`config.mk`:
```
export PLATFORM = sky130hd
export DESIGN_NAME = ptab_eval
export DESIGN_NICKNAME = d
export VERILOG_FILES = /design/src/design/ptab_pkg.sv /design/src/design/ptab_eval.sv
export SDC_FILE = /design/constraint.sdc
export NUM_CORES = 1
export LEC_CHECK = 0
export BUFFER_PORTS_ARGS = -buffer_cell sky130_fd_sc_hd__buf_2
export CAP_MARGIN = 20
export CORE_AREA = 2 2 39 41
export DETAILED_ROUTE_END_ITERATION = 8
export DIE_AREA = 0 0 41 43
export PLACE_DENSITY = 0.48
export SLEW_MARGIN = 10
export SYNTH_ARGS = -nofsm -noshare
export SYNTH_HDL_FRONTEND = slang
export SYNTH_SLANG_ARGS = --single-unit
```
`constraint.sdc`:
```
create_clock -name vclk -period 0.8
set_input_delay 0.04 -clock vclk [all_inputs]
set_output_delay 0.04 -clock vclk [all_outputs]
set_load 0.03 [all_outputs]
```
`src/design/ptab_pkg.sv`:
```
// Package for the I/O port ownership table: command and state codes,
// field widths, default parameters and the struct from the compare unit.
// No dependencies.
package ptab_pkg;

  localparam int PORT_COUNT_DEF   = 65536;
  localparam int TASK_ID_BITS_DEF = 8;

  localparam int CMD_W   = 2;
  localparam int TASK_W  = 8;
  localparam int FIRST_W = 16;
  localparam int COUNT_W = 17;
  // the walk stops at the first port past the table, so port numbers fit in 17 bits
  localparam int PNUM_W  = 17;

  typedef enum logic [CMD_W-1:0] {
    CMD_REQ     = 2'd0,
    CMD_REL     = 2'd1,
    CMD_REL_ALL = 2'd2,
    CMD_NONE    = 2'd3
  } cmd_t;

  typedef enum logic [2:0] {
    ST_CLEAR,
    ST_IDLE,
    ST_WALK,
    ST_ROLL,
    ST_DONE
  } state_t;

  // Verdict of the compare unit on one table entry
  typedef struct packed {
    logic fail;      // stop the walk (request conflict or port past table)
    logic miss;      // release found a port not held by the task
    logic wr_en;     // write the entry back
    logic wr_taken;  // new taken flag
  } eval_t;

endpackage

```
`src/design/ptab_eval.sv`:
```
// Shared compare unit: judges one table entry against the running command.
// Uses ptab_pkg for command codes and the verdict struct.
module ptab_eval #(
  parameter int TASK_ID_BITS = 8
) (
  input  ptab_pkg::cmd_t          cmd,
  input  logic [TASK_ID_BITS-1:0] task_id,
  input  logic                    rd_taken,
  input  logic [TASK_ID_BITS-1:0] rd_holder,
  input  logic                    oob,
  output ptab_pkg::eval_t         res
);

  logic held;

  assign held = rd_taken && (rd_holder == task_id);

  always_comb begin
    res = '0;
    case (cmd)
      ptab_pkg::CMD_REQ: begin
        res.fail     = oob || (rd_taken && !held);
        res.wr_en    = !oob && !rd_taken;
        res.wr_taken = 1'b1;
      end
      ptab_pkg::CMD_REL: begin
        res.fail  = oob;
        res.miss  = oob || !held;
        res.wr_en = !oob && held;
      end
      ptab_pkg::CMD_REL_ALL: begin
        res.wr_en = held;
      end
      default: begin
        res = '0;
      end
    endcase
  end

endmodule

```
Word-level counts from Yosys, hierarchy flattened
Index checks and enable logic that the tools add are counted.

Bits in registers: 0. Input port bits: 20. Logic and storage cells: 17.

Equal/unequal tests: 3. Mux-type cells: 4. Reduce and logical (&&, ||, !) cells: 10.

Operators by type and width (number): $eq A8 B8 Y1 (1); $logic_and A1 B1 Y1 (4); $logic_not A1 Y1 (3); $pmux W1 S3 (1); $eq A2 B1 Y1 const B (1); $eq A2 B2 Y1 const B (1); $logic_not A2 Y1 (1); $logic_or A1 B1 Y1 (2); $mux W1 (2); $pmux W1 S2 (1).

Depth between registers and ports, before layout
Depth in word-level cells: 6. Mapped depth: 4.

Least setup slack after synthesis
OpenSTA, ideal clock, no wires.

Path type: input port to output port. From: in rd_holder[3]. To: out res[2] in the netlist's numbering. Arrival time: 1158 ps. Required time: 760 ps. Slack: -398 ps. Stages: 4. Path buffers: 0. Cells stage by stage: xnor2_1 -> nand4_1 -> nor2_1 -> a311oi_1.

RTL lines: start, declared (line ptab_eval.sv:9) `input logic [TASK_ID_BITS-1:0] rd_holder,`; end, declared (line ptab_eval.sv:11) `output ptab_pkg::eval_t res`.

==> impl_metrics.tcl <==
set metrics [dict create \
    setup.worst_path.start_class "primary input" \
    critPathBufInv 2 \
    post_dp_cell_area_um2 398 \
    avgSynthCellArea_um2 6.82 \
    layout-drive-gt1-share 0.763 \
    start_util 0.108 \
    drc 0 \
    final_cell_mix "buf_6, buf_4, buf_2" \
    violations "setup timing" \
    cp_slowest_stage_delay_ns 0.34 \
    antenna_found_initial 0 \
    numPortBuffers 24 \
    place_congestion 0.629 \
    netlist_area_um2 150 \
    hold_violations 0 \
    io_pins 24 \
    max-vdd-ir-drop_mv 0.186 \
    critPathRequiredTime_ns 0.76 \
    die_w_um 41 \
    grt_max_degree 5 \
    period_share 1.33 \
    viasPerCell 3.97 \
    setup_viol 3 \
    hp-class "in -> out" \
    power.density_nw_per_um2 511 \
    synth.distinct_cells 10 \
    slew_violations 0 \
    die_area_um2 1760 \
    finalCriticalPeriod_ns 1.06 \
    wl_per_cell_um 7.71 \
    setup_ws_ns -0.263 \
    num_rows 14 \
    dp_slack_ns -0.337 \
    die_height_um 43 \
    ys_warn_count 0 \
    grt_usage 0.0640 \
    fmax_ghz 0.941 \
    seq_cells 0 \
    fin_area_um2 556 \
    hold_buffers 0 \
    worst_slew_pin_slew_ns 0.218 \
    max_slew_margin 0.854 \
    dp_hpwl_um 498 \
    critPathTopFamily "compound AO/OA/AOI/OAI gates" \
    grt_overflow_total 0 \
    max-cap-violations 0 \
    p_leak_nw 0.267 \
    critPathKind "in -> out" \
    regArea_um2 0 \
    via_count 298 \
    final_nets 81 \
    arrival_ns 1.02 \
    grt_pass1_wl_um 862 \
    antenna_cells 0 \
    cp-end-kind "output pin" \
    core_area_um2 1380 \
    status "finished with violations" \
    grt_pass1_vias 237 \
    crit_chain "buf_6, xnor2_2, nand4_1, a211o_1, o41ai_4, buf_4" \
    clkbuf_count 0 \
    syn_to_final_growth_pct 270 \
    dr.first_iter.drc_count 0 \
    p_total_mw 0.284 \
    syn_inst 22 \
    firstDrtPassIters 1 \
    antenna_left 0 \
    hold_ws_ns 0.397 \
    rsz0062_at_grt "true" \
    synth_nets 42 \
    critPathMaxFanout 3 \
    wl_um 578 \
    worst_path_max_delay_cell "a211o_1" \
    ys_seq_area_frac 0 \
]
==> routing by layer <==
layer / up-vias / track usage / share of wire
li1: 155 / - / -
met1: 122 / 0.0952 / 0.36
met2: 21 / 0.106 / 0.51
met3: 0 / 0 / 0.13
met4: 0 / 0 / 0
met5: - / 0 / 0
==> Yosys cell counts, drive strengths merged <==
| library cell | n | share of area |
|---|---|---|
| xnor2 | 8 | 0.47 |
| nor2 | 3 | 0.075 |
| inv | 2 | 0.050 |
| nand3 | 2 | 0.067 |
| nand4 | 2 | 0.083 |
| a211o | 1 | 0.058 |
| a21oi | 1 | 0.033 |
| a311oi | 1 | 0.058 |
| o211ai | 1 | 0.050 |
| o41ai | 1 | 0.058 |
==> cell families after synthesis <==
family,count (synthesis),share of synthesized area
AO/OA/AOI/OAI,5,0.258
XOR/XNOR,8,0.467
buffers and inverters,2,0.0500
AND/OR/NAND/NOR,7,0.225
==> layout make-up <==
cell class,instances,area (um2)
multi-input cells,20,220
inverters,2,7.51
fillers,145,828
repair buffers,37,308
well taps,16,20.0
==> stage by stage <==
stage | util | instances | TNS (ns)
6_report | 0.401 | 75 | -0.709
5_1_grt | 0.401 | 75 | -0.873
4_1_cts | 0.367 | 72 | -0.714
3_5_place_dp | 0.288 | 71 | -0.801
3_3_place_gp | 0.288 | 71 | -0.789
2_1_floorplan | - | 22 | -0.0542
==> worst paths after layout <==
| check | startpoint | end | slack, ns | depth (start not counted) |
|---|---|---|---|---|
| worst min-delay path | cmd[0] | res[0] | 0.40 | 3 |
| worst max-delay path | rd_holder[3] | res[1] | -0.26 | 6 |
==> power by group <==
part	total (mW)	internal, mW	leakage, nW	switching [mW]
clock network	0	0	0	0
registers	0	0	0	0
logic	0.284	0.178	0.267	0.106
==> timing repair <==
item,4_1_cts,5_1_grt
setup endpoints to repair,3,3
endpoints found under the hold margin,0,0
gates resized for setup,19,4
buffers inserted,1,3
pin swaps,9,6
==> tightest hold or removal path: stages <==
cell and delay (ns):
buf_2 0.11, nor2_1 0.04, buf_2 0.16
No activity file was read; power rests on OpenSTA's default activity.
