### config.mk
export PLATFORM = sky130hd
export DESIGN_NAME = ptab_seq
export DESIGN_NICKNAME = d
export VERILOG_FILES = /design/src/design/ptab_pkg.sv /design/src/design/ptab_seq.sv
export SDC_FILE = /design/constraint.sdc
export NUM_CORES = 1
export LEC_CHECK = 0
export ABC_AREA = 1
export BUFFER_PORTS_ARGS = -buffer_cell sky130_fd_sc_hd__clkbuf_2
export CAP_MARGIN = 15
export CELL_PAD_IN_SITES_DETAIL_PLACEMENT = 0
export CELL_PAD_IN_SITES_GLOBAL_PLACEMENT = 1
export CORE_MARGIN = 4
export CORE_UTILIZATION = 40
export CTS_BUF_LIST = sky130_fd_sc_hd__clkbuf_4 sky130_fd_sc_hd__clkbuf_8
export DETAILED_ROUTE_END_ITERATION = 6
export GPL_TIMING_DRIVEN = 0
export PLACE_DENSITY = 0.78
export REMOVE_ABC_BUFFERS = 1
export SLEW_MARGIN = 20
export SYNTH_ARGS = -nofsm -noshare
export SYNTH_HDL_FRONTEND = slang
export SYNTH_SLANG_ARGS = --single-unit
### constraint.sdc
create_clock -name clk -period 3.4 [get_ports clk]
set_input_delay 0.85 -clock clk [delete_from_list [all_inputs] [get_ports clk]]
set_output_delay 0.85 -clock clk [all_outputs]
set_load 0.05 [all_outputs]
### src/design/ptab_pkg.sv
// Package for the I/O port ownership table: command and state codes,
// field widths, default parameters and the struct from the compare unit.
// No dependencies.
package ptab_pkg;

  localparam int PORT_COUNT_DEF   = 65536;
  localparam int TASK_ID_BITS_DEF = 8;

  localparam int CMD_W   = 2;
  localparam int TASK_W  = 8;
  localparam int FIRST_W = 16;
  localparam int COUNT_W = 17;
  // the walk stops at the first port past the table, so port numbers fit in 17 bits
  localparam int PNUM_W  = 17;

  typedef enum logic [CMD_W-1:0] {
    CMD_REQ     = 2'd0,
    CMD_REL     = 2'd1,
    CMD_REL_ALL = 2'd2,
    CMD_NONE    = 2'd3
  } cmd_t;

  typedef enum logic [2:0] {
    ST_CLEAR,
    ST_IDLE,
    ST_WALK,
    ST_ROLL,
    ST_DONE
  } state_t;

  // Verdict of the compare unit on one table entry
  typedef struct packed {
    logic fail;      // stop the walk (request conflict or port past table)
    logic miss;      // release found a port not held by the task
    logic wr_en;     // write the entry back
    logic wr_taken;  // new taken flag
  } eval_t;

endpackage

### src/design/ptab_seq.sv
// Sequencer for the port table: clearing pass, range walk, rollback and
// the result register. Drives the table memory and uses ptab_eval's verdict.
// Depends on ptab_pkg.
module ptab_seq #(
  parameter int PORT_COUNT   = 65536,
  parameter int TASK_ID_BITS = 8,
  localparam int AW          = $clog2(PORT_COUNT)
) (
  input  logic                           clk,
  input  logic                           rst_n,
  input  logic                           in_valid,
  output logic                           in_stall,
  input  logic [ptab_pkg::CMD_W-1:0]     in_cmd,
  input  logic [ptab_pkg::TASK_W-1:0]    in_task_id,
  input  logic [ptab_pkg::FIRST_W-1:0]   in_first_port,
  input  logic [ptab_pkg::COUNT_W-1:0]   in_port_count,
  output logic                           out_valid,
  input  logic                           out_stall,
  output logic                           out_ok,
  // compare unit
  output ptab_pkg::cmd_t                 ev_cmd,
  output logic [TASK_ID_BITS-1:0]        ev_task,
  output logic                           ev_oob,
  input  ptab_pkg::eval_t                ev_res,
  // memory
  output logic                           mem_we,
  output logic [AW-1:0]                  mem_waddr,
  output logic [TASK_ID_BITS:0]          mem_wdata,
  output logic [AW-1:0]                  mem_raddr,
  input  logic [TASK_ID_BITS:0]          mem_rdata
);

  localparam int PW = ptab_pkg::PNUM_W;
  localparam int CW = ptab_pkg::COUNT_W;

  ptab_pkg::state_t        state_r, state_nxt;
  ptab_pkg::cmd_t          cmd_r, cmd_nxt;
  logic [TASK_ID_BITS-1:0] task_r, task_nxt;
  logic [PW-1:0]           first_r, first_nxt;
  logic [CW-1:0]           limit_r, limit_nxt;
  logic [CW-1:0]           idx_r, idx_nxt;
  logic                    pend_r, pend_nxt;
  logic [PW-1:0]           pend_port_r, pend_port_nxt;
  logic                    pend_oob_r, pend_oob_nxt;
  logic                    stop_r, stop_nxt;
  logic                    ok_r, ok_nxt;
  logic [PW-1:0]           roll_port_r, roll_port_nxt;
  logic [PW-1:0]           roll_end_r, roll_end_nxt;
  logic [AW-1:0]           clr_addr_r, clr_addr_nxt;
  logic                    out_valid_r, out_valid_nxt;
  logic                    out_ok_r, out_ok_nxt;

  logic                    in_xfer;
  logic [PW-1:0]           issue_port;
  logic                    issue_oob;
  logic                    can_issue;
  logic                    abort;
  logic                    walk_end;
  logic                    roll_last;
  logic                    clr_last;
  logic                    out_load;

  assign in_stall   = (state_r != ptab_pkg::ST_IDLE);
  assign in_xfer    = in_valid && !in_stall;
  assign issue_port = first_r + PW'(idx_r);
  assign issue_oob  = (issue_port >= PW'(PORT_COUNT));
  assign can_issue  = (idx_r < limit_r) && !stop_r;
  assign abort      = pend_r && ev_res.fail;
  assign walk_end   = !can_issue && !pend_r;
  assign roll_last  = ((roll_port_r + PW'(1)) == roll_end_r);
  assign clr_last   = (clr_addr_r == AW'(PORT_COUNT - 1));
  assign out_load   = (state_r == ptab_pkg::ST_DONE) && (!out_valid_r || !out_stall);

  assign ev_cmd  = cmd_r;
  assign ev_task = task_r;
  assign ev_oob  = pend_oob_r;

  // Next state
  always_comb begin
    state_nxt = state_r;
    case (state_r)
      ptab_pkg::ST_CLEAR: begin
        if (clr_last) state_nxt = ptab_pkg::ST_IDLE;
      end
      ptab_pkg::ST_IDLE: begin
        if (in_xfer) begin
          if (ptab_pkg::cmd_t'(in_cmd) == ptab_pkg::CMD_NONE) begin
            state_nxt = ptab_pkg::ST_DONE;
          end else begin
            state_nxt = ptab_pkg::ST_WALK;
          end
        end
      end
      ptab_pkg::ST_WALK: begin
        if (abort) begin
          if (cmd_r == ptab_pkg::CMD_REQ && pend_port_r != first_r) begin
            state_nxt = ptab_pkg::ST_ROLL;
          end else begin
            state_nxt = ptab_pkg::ST_DONE;
          end
        end else if (walk_end) begin
          state_nxt = ptab_pkg::ST_DONE;
        end
      end
      ptab_pkg::ST_ROLL: begin
        if (roll_last) state_nxt = ptab_pkg::ST_DONE;
      end
      ptab_pkg::ST_DONE: begin
        if (out_load) state_nxt = ptab_pkg::ST_IDLE;
      end
      default: state_nxt = ptab_pkg::ST_IDLE;
    endcase
  end

  // Datapath and memory control
  always_comb begin
    cmd_nxt       = cmd_r;
    task_nxt      = task_r;
    first_nxt     = first_r;
    limit_nxt     = limit_r;
    idx_nxt       = idx_r;
    pend_nxt      = 1'b0;
    pend_port_nxt = pend_port_r;
    pend_oob_nxt  = pend_oob_r;
    stop_nxt      = stop_r;
    ok_nxt        = ok_r;
    roll_port_nxt = roll_port_r;
    roll_end_nxt  = roll_end_r;
    clr_addr_nxt  = clr_addr_r;
    out_valid_nxt = out_valid_r;
    out_ok_nxt    = out_ok_r;
    mem_we        = 1'b0;
    mem_waddr     = pend_port_r[AW-1:0];
    mem_wdata     = {ev_res.wr_taken, task_r};
    mem_raddr     = issue_port[AW-1:0];

    if (out_valid_r && !out_stall) out_valid_nxt = 1'b0;

    case (state_r)
      ptab_pkg::ST_CLEAR: begin
        mem_we       = 1'b1;
        mem_waddr    = clr_addr_r;
        mem_wdata    = '0;
        clr_addr_nxt = clr_addr_r + AW'(1);
      end
      ptab_pkg::ST_IDLE: begin
        if (in_xfer) begin
          cmd_nxt  = ptab_pkg::cmd_t'(in_cmd);
          task_nxt = TASK_ID_BITS'(in_task_id);
          idx_nxt  = '0;
          stop_nxt = 1'b0;
          ok_nxt   = (ptab_pkg::cmd_t'(in_cmd) != ptab_pkg::CMD_NONE);
          if (ptab_pkg::cmd_t'(in_cmd) == ptab_pkg::CMD_REL_ALL) begin
            first_nxt = '0;
            limit_nxt = CW'(PORT_COUNT);
          end else begin
            first_nxt = PW'(in_first_port);
            limit_nxt = in_port_count;
          end
        end
      end
      ptab_pkg::ST_WALK: begin
        if (abort) begin
          // drop the read in flight; rollback frees first .. failing port - 1
          ok_nxt        = 1'b0;
          roll_port_nxt = first_r;
          roll_end_nxt  = pend_port_r;
        end else begin
          mem_we = pend_r && ev_res.wr_en;
          if (pend_r && ev_res.miss) ok_nxt = 1'b0;
          if (can_issue) begin
            pend_nxt      = 1'b1;
            pend_port_nxt = issue_port;
            pend_oob_nxt  = issue_oob;
            stop_nxt      = issue_oob;
            idx_nxt       = idx_r + CW'(1);
          end
        end
      end
      ptab_pkg::ST_ROLL: begin
        mem_we        = 1'b1;
        mem_waddr     = roll_port_r[AW-1:0];
        mem_wdata     = {1'b0, task_r};
        roll_port_nxt = roll_port_r + PW'(1);
      end
      ptab_pkg::ST_DONE: begin
        if (out_load) begin
          out_valid_nxt = 1'b1;
          out_ok_nxt    = ok_r;
        end
      end
      default: begin
        mem_we = 1'b0;
      end
    endcase
  end

  always_ff @(posedge clk) begin
    if (!rst_n) begin
      state_r     <= ptab_pkg::ST_CLEAR;
      clr_addr_r  <= '0;
      pend_r      <= 1'b0;
      out_valid_r <= 1'b0;
    end else begin
      state_r     <= state_nxt;
      clr_addr_r  <= clr_addr_nxt;
      pend_r      <= pend_nxt;
      out_valid_r <= out_valid_nxt;
    end
  end

  always_ff @(posedge clk) begin
    cmd_r       <= cmd_nxt;
    task_r      <= task_nxt;
    first_r     <= first_nxt;
    limit_r     <= limit_nxt;
    idx_r       <= idx_nxt;
    pend_port_r <= pend_port_nxt;
    pend_oob_r  <= pend_oob_nxt;
    stop_r      <= stop_nxt;
    ok_r        <= ok_nxt;
    roll_port_r <= roll_port_nxt;
    roll_end_r  <= roll_end_nxt;
    out_ok_r    <= out_ok_nxt;
  end

  assign out_valid = out_valid_r;
  assign out_ok    = out_ok_r;

  a_pend_in_walk: assert property (@(posedge clk) disable iff (!rst_n)
    pend_r |-> state_r == ptab_pkg::ST_WALK)
    else $error("table read pending outside of range walk");

  a_roll_bound: assert property (@(posedge clk) disable iff (!rst_n)
    state_r == ptab_pkg::ST_ROLL |-> roll_port_r < roll_end_r)
    else $error("rollback past the failing port");

  a_idx_bound: assert property (@(posedge clk) disable iff (!rst_n)
    state_r == ptab_pkg::ST_WALK |-> idx_r <= limit_r)
    else $error("walk index beyond range");

  a_clear_once: assert property (@(posedge clk) disable iff (!rst_n)
    state_r != ptab_pkg::ST_CLEAR |=> state_r != ptab_pkg::ST_CLEAR)
    else $error("clearing pass restarted without reset");

endmodule

Word-level counts from Yosys, hierarchy flattened --
Index checks and enable logic that the tools add are counted. Widths: inputs -> output; s select.
Cells by class: add/sub/neg operators 4, order comparisons 2, equal/unequal tests 20, muxes and demuxes 31, bitwise gates (word level) 3, reduce and logical (&&, ||, !) cells 30
Operator list (count):
- $mux 17 | 4
- $pmux 17 s2 | 2
- $add 17x1->17 const B | 2
- $pmux 16 s2 | 1
- $mux 3 | 8
- $pmux 9 s2 | 1
- $add 17x17->17 | 1
- $eq 17x17->1 | 1
- $ge 17x17->1 const B | 1
- $lt 17x17->1 | 1
- $ne 17x17->1 | 1
- $add 16x1->16 const B | 1
- $eq 16x16->1 const B | 1
- $ne 2x2->1 const B | 8
- $pmux 3 s5 | 1
- $mux 1 | 11
- $logic_and 1x1->1 | 9
- $reduce_and 2->1 | 4
- $eq 3x2->1 const B | 2
- $logic_not 1->1 | 6
- $ne 3x3->1 const B | 2
- $pmux 1 s2 | 3
- $reduce_and 3->1 | 2
- $reduce_and 5->1 | 1
- other kinds (12) | 16
Storage, ports and cells: register bits 137, input bits 60

Longest topological paths before layout --
Gate-level depths: netlist of run 1.
word-level depth 7, mapped depth 17

Worst setup path after synthesis of run 1 --
OpenSTA, ideal clock, no wires.
kind flip-flop to output port, from register idx_r[0], to output port mem_raddr[12], arrival 2800 ps, setup slack -250 ps, cell stages (with the launch flop) 14, cells stage by stage edfxtp_1 > ha_1 > fa_1 > nand3_1 > nand2_1 > a21oi_1 > inv_1 > nand2_1 > nand2_1 > a21oi_1 > o21ai_0 > nand2_1 > nand2_1 > xor2_1
On the way: word-level cells in the longest chain between the ends 1
Ends and longest elaborated chain:
- start: declaration | line ptab_seq.sv:41 | logic [CW-1:0] idx_r, idx_nxt;
- start signal: assignment | line ptab_seq.sv:217 | idx_r <= idx_nxt;
- $add 17x17->17 | line ptab_seq.sv:65 | assign issue_port = first_r + PW'(idx_r);
- end: declaration | line ptab_seq.sv:29 | output logic [AW-1:0] mem_raddr,
Every way passes these cells.

Final worst setup path of run 1 --
Same ends and word-level chain as after synthesis.

==> metrics.cfg, run 1 <==
[run_status]
status = finished, violations left
violations = negative setup slack

[hold_path]
min_path_cells = 0
hp-start = ok_r
min-delay-path-class = reg -> reg
hold_end = out_ok

[floorplanning]
initial_core_util = 0.411
dieWidth_microns = 148
core.rowCount = 50
core_sq_mm = 0.0190
ios = 116
die_area_sq_mm = 0.0218
die_h_microns = 148

[global_route]
grt_usage = 0.175
grt_antenna_before_repair = 0
grt_pass1_vias = 6245
overflow = 0
grt_pass1_wl_mm = 30.3
grt_max_degree = 34

[final_layout]
final_cell_mix = inv_1 (170), nand2_1 (157), edfxtp_1 (114)
final_common_cell = inv_1
stdcell_area_sq_mm = 0.00973
final_layout_size_suffix_gt1_frac = 0.239
n_antenna_cell = 0
layout-area-overhead-vs-synth_pct = 24.8
final_core_util = 0.514
nets = 1165

[worst_setup_path]
crit_slowest_cell = edfxtp_1
reg2reg_slack_ns = 0.41
crit_buf_inv = 2
cp_top_family = adder cells
max_stage_delay_ns = 0.41
path_max_fanout = 2
reg2reg_from = state_r[1]
start_kind = flop
crit_chain = ha_2, fa_2, nand3_2, nand2_2, a21oi_2, inv_1, nand2_1, nand2_1, a21oi_2, o21ai_2, nand2_1, nand2_2, xor2_4, buf_8
reg2reg_depth = 6
arrival_ns = 2.72
crit_required_ns = 2.55
path_class = reg -> out
end_kind = output port
timing.rr.end = roll_port_r[1]
path_common_cell = nand2_1

[synthesis]
yosys_warnings = 0
yosysSeqAreaShare = 0.493
synthSimpleGateAreaFrac = 0.220
synth_flop_cell = edfxtp_1
synthAdderAreaFrac = 0.0587
syn_area_per_cell_sq_um = 8.51
synth_xor_xnor_area_share = 0.0298
synthCells = 916
synth_top_family_by_area = simple AND/OR/NAND/NOR gates
ys_async_sr_fraction = 0
syn_area_sq_mm = 0.00780
synth_seq_cells = 135
synth_compound_gate_area_share = 0.106
synthMuxAreaShare = 0
synthDistinctLibCells = 47
synth_edf_count = 114

[power]
pwr_density_cell_mw_per_mm2 = 315
leakage_uw = 0.00426
peakVddDrop_mv = 0.226

[place]
port_buffers = 106
hpwl_mm = 14.2
routabilityCongestion = 0.801
dpl_cell_area_sq_mm = 0.00866

[sta]
worst_pin_slew_ns = 0.855
hold_ws_ns = 0.426
maxSlewViolCount = 0
hold_viol = 0
fmax_ghz = 0.280
tns_ns = -0.274
maxSlewHeadroom = 0.430
setup_viol = 3
setup_slack_ns = -0.165
period_share = 1.05
layout_min_cycle_time_ns = 3.57
finClkSkew_ns = 0.0105
rsz0062_at_grt = true

[route]
ant_nets = 0
wl_per_cell_microns = 14.3
drc = 0
via_per_inst = 4.79
drt-total-wl_mm = 19.2
first_pass_iters = 6
dr_total_vias = 6428
drt_iter0_drc = 361

[clock_tree]
cts_hold_buf = 0
clk_path_buf_depth = 2
cts_tree = built
clk_pin_slew_ns = 0.07
h-tree-depth = 4
cts-root-buf = clkbuf_8
cts.sinks = 135
clk_latency_ns = 0.44
cts_made_buffers = 17

[run]
drv_cap = 0

[worst register-to-register path: stages (launching register included)]
cell	delay (ns)
dfxtp_1	0.39
inv_1	0.11
nor2_1	0.12
nand2_1	0.37
nor2_2	0.81
inv_1	0.16
nand2_1	0.65
[worst max path at each step]
stage / startpoint / cells after the start / end
after floorplan: idx_r[0] / 13 / mem_raddr[12]
after global placement: state_r[0] / 10 / mem_waddr[6]
after detailed placement: state_r[0] / 10 / mem_waddr[14]
after CTS: first_r[0] / 14 / mem_raddr[12]
after global routing: first_r[0] / 14 / mem_raddr[12]
final: idx_r[0] / 14 / mem_raddr[12]
[metrics by stage]
step	power (uW)	setup WS, ns	instances
after floorplan	1860	-0.250	900
after global placement	1910	-0.925	1266
after detailed placement	1910	-0.882	1268
after CTS	3100	-0.194	1325
after global routing	3180	-0.286	1342
final	3070	-0.165	1342
[synth_stat cells, drive strengths merged (4+ instances only)]
library cell,count,share of area
nand2,174,0.087
inv,173,0.083
nor2,117,0.059
edfxtp,114,0.44
nand3,56,0.037
a21oi,50,0.033
o21ai,47,0.031
ha,35,0.056
dfxtp,21,0.054
nor3,19,0.015
xor2,15,0.017
clkbuf,14,0.0067
o221ai,11,0.012
xnor2,9,0.010
nand4,8,0.0064
nand3b,7,0.0067
o211ai,5,0.0048
a211oi,4,0.0039
o2111ai,4,0.0045
or2,4,0.0032
[report_power, final]
group | switching [uW] | internal [uW] | leakage, uW
registers | 2.79 | 1780 | 0.00120
logic | 48.7 | 37.3 | 0.00288
clock network | 608 | 589 | 0.000180
[cell type report]
type                            count  area, sq um
Clock buffer                       24          305
Clock inverter                      8         50.0
Fill cell                        1771         9220
Inverter                          174          664
Multi-Input combinational cell    591         3580
Sequential cell                   135         3840
Tap cell                          260          325
Timing Repair Buffer              147          948
Timing Repair inverter              3         20.0
[registers in the layout, summed over array words and instances, names as in the netlist]
| signal | cells |
|---|---|
| pend_port_r | 17 |
| clr_addr_r | 16 |
| idx_r | 17 |
| limit_r | 17 |
| ok_r | 1 |
| out_ok | 1 |
| ev_cmd | 2 |
| stop_r | 1 |
| state_r | 3 |
| roll_end_r | 17 |
| pend_r | 1 |
| ev_task | 8 |
| out_valid | 1 |
| roll_port_r | 17 |
| first_r | 16 |
[per-layer routing]
layer	vias to the layer above	wire (microns)	GRT usage
met2	139	9410	0.304
met3	19	882	0.0405
li1	3344	-	-
met1	2926	8720	0.222
met5	-	0	0
met4	0	227	0.0466
[what timing repair did]
action,CTS,global route
gates cloned,2,1
gates resized for setup,62,31
pin swaps,11,7
buffers inserted,23,17
endpoints found under the setup margin,45,29
[cell families after synthesis]
kind of cell               after synthesis
AOI/OAI and AO/OA                      139
xor gates and xnor gates                25
adders and majority gates               36
buffers and inverters                  190
DFF                                    135
and+or+nand+nor                        391
(Power assumes the default switching activity.)
==> run 2: changes to the inputs <==
PLACE_DENSITY = 0.75   (was 0.78)
clock period = 4.2 ns   (was 3.4 ns; I/O delays follow)
==> run 2 against run 1 <==
Effect of this change:
- the flow now finishes without violations
- global-route usage fell by 0.28 points
- highest routed layer unchanged
- utilization fell by 3.0 points
- worst setup slack improved by 0.37 ns
- final cell count fell by 2.8%
==> metrics.cfg, run 2 (same netlist as run 1, synthesis figures left out) <==
[clock_tree]
cts_hold_buf = 0  ; unchanged
cts_made_buffers = 17  ; unchanged
clk_path_buf_depth = 2  ; unchanged
cts_tree = built  ; unchanged
clk_latency_ns = 0.45  ; was 0.44 ns
cts-root-buf = clkbuf_8  ; unchanged
h-tree-depth = 4  ; unchanged
clk_pin_slew_ns = 0.08  ; was 0.07 ns
cts.sinks = 135  ; unchanged

[route]
first_pass_iters = 5  ; was 6
dr_total_vias = 6131  ; was 6428
drt_iter0_drc = 344  ; was 361
drc = 0  ; unchanged
ant_nets = 0  ; unchanged
drt-total-wl_mm = 18.4  ; was 19.2 mm
wl_per_cell_microns = 14.1  ; was 14.3 microns
via_per_inst = 4.70  ; was 4.79

[floorplanning]
ios = 116  ; unchanged
die_area_sq_mm = 0.0218  ; unchanged
core_sq_mm = 0.0190  ; unchanged
initial_core_util = 0.411  ; unchanged
core.rowCount = 50  ; unchanged
dieWidth_microns = 148  ; unchanged
die_h_microns = 148  ; unchanged

[hold_path]
min_path_cells = 0  ; unchanged
hold_end = out_ok  ; unchanged
min-delay-path-class = reg -> reg  ; unchanged
hp-start = ok_r  ; unchanged

[worst_setup_path]
path_common_cell = nand2_1  ; unchanged
reg2reg_slack_ns = 0.96  ; was 0.41 ns
start_kind = flop  ; unchanged
crit_buf_inv = 2  ; unchanged
cp_top_family = adder cells  ; unchanged
max_stage_delay_ns = 0.40  ; was 0.41 ns
path_max_fanout = 3  ; was 2
crit_slowest_cell = edfxtp_1  ; unchanged
reg2reg_from = state_r[1]  ; unchanged
timing.rr.end = state_r[0]  ; was roll_port_r[1]
crit_chain = ha_1, fa_1, nand3_1, nand2_2, a21oi_4, inv_1, nand2_1, nand2_1, a21oi_2, o21ai_1, xor2_1, clkbuf_2  ; was ha_2, fa_2, nand3_2, nand2_2, a21oi_2, inv_1, nand2_1, nand2_1, a21oi_2, o21ai_2, nand2_1, nand2_2, xor2_4, buf_8
end_kind = output port  ; unchanged
reg2reg_depth = 9  ; was 6
crit_required_ns = 3.15  ; was 2.55 ns
path_class = reg -> out  ; unchanged
arrival_ns = 2.95  ; was 2.72 ns

[sta]
hold_viol = 0  ; unchanged
rsz0062_at_grt = false  ; was true
layout_min_cycle_time_ns = 4.00
setup_viol = 0  ; was 3
maxSlewHeadroom = 0.427  ; was 0.430
maxSlewViolCount = 0  ; unchanged
finClkSkew_ns = 0.00857  ; was 0.0105 ns
worst_pin_slew_ns = 0.859  ; was 0.855 ns
tns_ns = 0  ; was -0.274 ns
period_share = 0.952
fmax_ghz = 0.250

[place]
hpwl_mm = 14.5  ; was 14.2 mm
routabilityCongestion = 0.830  ; was 0.801
port_buffers = 106  ; unchanged
dpl_cell_area_sq_mm = 0.00865  ; was 0.00866 sq mm

[final_layout]
final_common_cell = inv_1  ; unchanged
n_antenna_cell = 0  ; unchanged
n_fill_cell = 1885  ; was 1771
nets = 1128  ; was 1165
stdcell_area_sq_mm = 0.00917  ; was 0.00973 sq mm
final_cell_mix = inv_1 (172), nand2_1 (164), edfxtp_1 (114)  ; was inv_1 (170), nand2_1 (157), edfxtp_1 (114)
final_layout_size_suffix_gt1_frac = 0.174  ; was 0.239
layout-area-overhead-vs-synth_pct = 17.6  ; was 24.8%

[global_route]
grt_usage = 0.173  ; was 0.175
grt_antenna_before_repair = 0  ; unchanged
grt_max_degree = 41  ; was 34
overflow = 0  ; unchanged
grt_pass1_wl_mm = 29.6  ; was 30.3 mm
grt_pass1_vias = 6162  ; was 6245

[power]
leakage_uw = 0.00407  ; was 0.00426 uW
pwr_density_cell_mw_per_mm2 = 293  ; was 315 mW/mm^2
peakVddDrop_mv = 0.172  ; was 0.226 mV

[run]
drv_cap = 0  ; unchanged

[run_status]
status = finished clean  ; was finished, violations left

==> run 2: cell count changes in the layout (fill, tap and decap cells not counted), moves of 6 or more <==
cell and change:
ha_2 -6, ha_1 +12, clkbuf_4 -11, nand2_2 -7, buf_4 -35, clkbuf_2 +15, nand2_1 +7, ha_4 -6
==> run 2: cell type report <==
| cell class | instances | area [sq um] | share of cell area |
|---|---|---|---|
| well taps | 260 | 325 | 0.0355 |
| flip-flops and latches | 135 | 3840 | 0.419 |
| multi-input cells | 591 | 3310 | 0.361 |
| clock buffers | 18 | 241 | 0.0263 |
| repair buffers | 113 | 612 | 0.0667 |
| inverters | 174 | 656 | 0.0715 |
| clock inverters | 14 | 183 | 0.0199 |
==> run 2: how the worst max path moves through the flow <==
stage / slack [ns] / cells after the start / to / start
2_1_floorplan: 0.35 / 13 / mem_raddr[12] / idx_r[0]
3_3_place_gp: -0.40 / 10 / mem_waddr[7] / state_r[0]
3_5_place_dp: 0.07 / 10 / mem_waddr[15] / state_r[0]
4_1_cts: 0.006 / 11 / mem_raddr[13] / idx_r[2]
5_1_grt: 0.00004 / 11 / mem_raddr[13] / idx_r[2]
6_report: 0.20 / 12 / mem_raddr[10] / first_r[0]
==> run 2: where the power goes <==
group          internal, uW  total, uW  switching [uW]
combinational          30.2       70.4            40.2
sequential             1440       1440            2.47
clock                   647       1170             522
==> run 2: timing repair <==
item                       CTS  global route
buffers inserted             1             4
pin swaps                    0             2
setup endpoints to repair   19            19
resized for setup            7            11
==> run 2: layer usage <==
layer  track usage  vias to the layer above  wire length, microns
met5             0                        -                     0
met4        0.0513                        0                   299
met3        0.0392                       20                   707
met2         0.291                      100                  8550
met1         0.223                     2734                  8850
li1              -                     3277                     -
==> run 2: per-stage QoR <==
step            util  worst slack, ns  total power [uW]  std cells  hold slack [ns]
2_1_floorplan      -            0.350              1510        900            0.400
3_3_place_gp   0.453           -0.400              1540       1266            0.403
3_5_place_dp   0.457           0.0656              1540       1268            0.429
4_1_cts        0.481          0.00573              2710       1301            0.447
5_1_grt        0.484        0.0000435              2780       1305            0.468
6_report       0.484            0.202              2680       1305            0.442
==> run 3: changes to the inputs <==
CORE_UTILIZATION = 48   (was 40)
PLACE_DENSITY = 0.88   (was 0.75)
==> run 3 against run 2 <==
Effect of this change:
- sequential power barely moved
- global-route usage increased by 2.4 points
- utilization is 9.0 points higher
- clock skew increased by 0.00073 ns
- sequential cell count stayed put
- wire length fell by 4.4%
- worst setup slack got worse by 0.065 ns
- clock-buffer cell count did not move
- non-clock buffer count down 2
==> metrics.cfg, run 3 (same netlist as run 1, synthesis figures left out) <==
[run_status]
status = finished clean  ; unchanged

[place]
routabilityCongestion = 0.855  ; was 0.830
dpl.cell_count = 1224  ; was 1268
dpl_cell_area_sq_mm = 0.00860  ; was 0.00865 sq mm
hpwl_mm = 13.6  ; was 14.5 mm
port_buffers = 106  ; unchanged

[final_layout]
final_cells = 1259  ; was 1305
n_fill_cell = 1510  ; was 1885
final_core_util = 0.574  ; was 0.484
final_cell_mix = inv_1 (172), nand2_1 (165), edfxtp_1 (114)  ; was inv_1 (172), nand2_1 (164), edfxtp_1 (114)
final_common_cell = inv_1  ; unchanged
stdcell_area_sq_mm = 0.00911  ; was 0.00917 sq mm
final_layout_size_suffix_gt1_frac = 0.175  ; was 0.174
layout-area-overhead-vs-synth_pct = 16.8  ; was 17.6%
n_antenna_cell = 0  ; unchanged
nets = 1126  ; was 1128

[route]
drt-total-wl_mm = 17.6  ; was 18.4 mm
wl_per_cell_microns = 14.0  ; was 14.1 microns
first_pass_iters = 5  ; unchanged
drc = 0  ; unchanged
dr_total_vias = 6299  ; was 6131
drt_iter0_drc = 281  ; was 344
via_per_inst = 5.00  ; was 4.70
ant_nets = 0  ; unchanged

[global_route]
overflow = 0  ; unchanged
grt_antenna_before_repair = 0  ; unchanged
grt_usage = 0.197  ; was 0.173
grt_pass1_vias = 6012  ; was 6162
grt_max_degree = 41  ; unchanged
grt_pass1_wl_mm = 28.3  ; was 29.6 mm

[power]
leakage_uw = 0.00406  ; was 0.00407 uW
peakVddDrop_mv = 0.208  ; was 0.172 mV
seq_power_share = 0.541  ; was 0.538
pwr_density_cell_mw_per_mm2 = 292  ; was 293 mW/mm^2
switching_power_uw = 597  ; was 565 uW
switching_share = 0.224  ; was 0.211
p_int_uw = 2070  ; was 2120 uW
power_frac_comb = 0.026  ; about the same
pwr-share-clk = 0.432  ; was 0.436

[sta]
hold_viol = 0  ; unchanged
maxSlewHeadroom = 0.414  ; was 0.427
layout_min_cycle_time_ns = 4.06  ; was 4.00 ns
finClkSkew_ns = 0.00930  ; was 0.00857 ns
fmax_ghz = 0.246  ; was 0.250 GHz
hold_ws_ns = 0.441  ; was 0.442 ns
setup_viol = 0  ; unchanged
period_share = 0.967  ; was 0.952
maxSlewViolCount = 0  ; unchanged
tns_ns = 0  ; unchanged
worst_pin_slew_ns = 0.878  ; was 0.859 ns

[worst_setup_path]
start_kind = flop  ; unchanged
reg2reg_depth = 9  ; unchanged
setup.worst_path.end = mem_raddr[10]  ; unchanged
arrival_ns = 3.01  ; was 2.95 ns
reg2reg_from = state_r[1]  ; unchanged
reg2reg_slack_ns = 1.02  ; was 0.96 ns
path_class = reg -> out  ; unchanged
crit_start = first_r[0]  ; unchanged
path_max_fanout = 3  ; unchanged
end_kind = output port  ; unchanged
crit_required_ns = 3.15  ; about the same
timing.rr.end = state_r[0]  ; unchanged

[clock_tree]
h-tree-depth = 4  ; unchanged
clk_path_buf_depth = 2  ; unchanged
cts_hold_buf = 0  ; unchanged
cts.sinks = 135  ; unchanged
cts_tree = built  ; unchanged
clk_pin_slew_ns = 0.09  ; was 0.08 ns
cts_made_buffers = 17  ; unchanged
clk_latency_ns = 0.46  ; was 0.45 ns
cts-root-buf = clkbuf_8  ; unchanged

[floorplanning]
core_sq_mm = 0.0159  ; was 0.0190 sq mm
initial_core_util = 0.491  ; was 0.411
die_area_sq_mm = 0.0183  ; was 0.0218 sq mm
ios = 116  ; unchanged
die_h_microns = 135  ; was 148 microns
core.rowCount = 46  ; was 50
dieWidth_microns = 135  ; was 148 microns

[run]
drv_cap = 0  ; unchanged

[hold_path]
min-delay-path-class = reg -> reg  ; unchanged

[run 3: cell types whose count changed in the layout (fill, tap and decap cells not counted), sizes merged]
cell,previous run,this run
clkinv,8,5
buf,10,6
bufinv,4,3
clkbuf,121,123
inv,173,175
clkinvlp,3,5
[run 3: power by group through the flow]
stage	registers, uW	clock network, uW	logic, uW
finish	1440	1150	69.8
global route	1440	1240	79.9
CTS	1440	1180	71.3
detailed placement	1470	0	70.9
global placement	1470	0	68.9
floorplan	1470	0	36.7
[run 3: per-layer routing]
metal  global-route usage  share of wire  vias to the layer above
li1                     -              -                     3266
met1                0.254           0.46                     2874
met2                0.326           0.48                      134
met3               0.0468          0.045                       25
met4               0.0655          0.017                        0
met5                    0              0                        -
[run 3: area by class of cell]
| type | instances | area [sq um] | share of cell area |
|---|---|---|---|
| Clock buffer | 18 | 241 | 0.0265 |
| Timing Repair Buffer | 111 | 606 | 0.0665 |
| Tap cell | 216 | 270 | 0.0297 |
| Sequential cell | 135 | 3840 | 0.422 |
| Clock inverter | 14 | 176 | 0.0194 |
| Multi-Input combinational cell | 591 | 3320 | 0.364 |
| Inverter | 174 | 656 | 0.0720 |
[run 3: repair_timing]
| action | CTS | global route |
|---|---|---|
| setup endpoints to repair | 19 | 20 |
| setup buffers | 1 | 2 |
| resized for setup | 8 | 13 |
| cloned | 0 | 0 |
[run 3: worst min-delay path by stage]
stage	to	depth (start not counted)	from
CTS	out_ok	0	ok_r
global route	out_ok	0	ok_r
detailed placement	out_ok	0	ok_r
floorplan	out_ok	0	ok_r
global placement	out_ok	0	ok_r
finish	out_ok	0	ok_r
[run 3: critical path: stages, from the launching register on]
cell and delay [ns]:
edfxtp_1 0.41, ha_1 0.25, fa_1 0.41, nand3_1 0.09
nand2_1 0.11, a21oi_4 0.19, inv_1 0.06, nand2_1 0.06
nand2_1 0.09, a21oi_4 0.17, o21ai_1 0.11, xor2_1 0.30
clkbuf_4 0.31
[run 3: stage by stage]
step           total power, uW  setup WS (ns)
4_1_cts                   2690         0.0195
3_5_place_dp              1540         0.0732
5_1_grt                   2760       -0.00204
6_report                  2660          0.137
3_3_place_gp              1540         -0.292
2_1_floorplan             1510          0.350
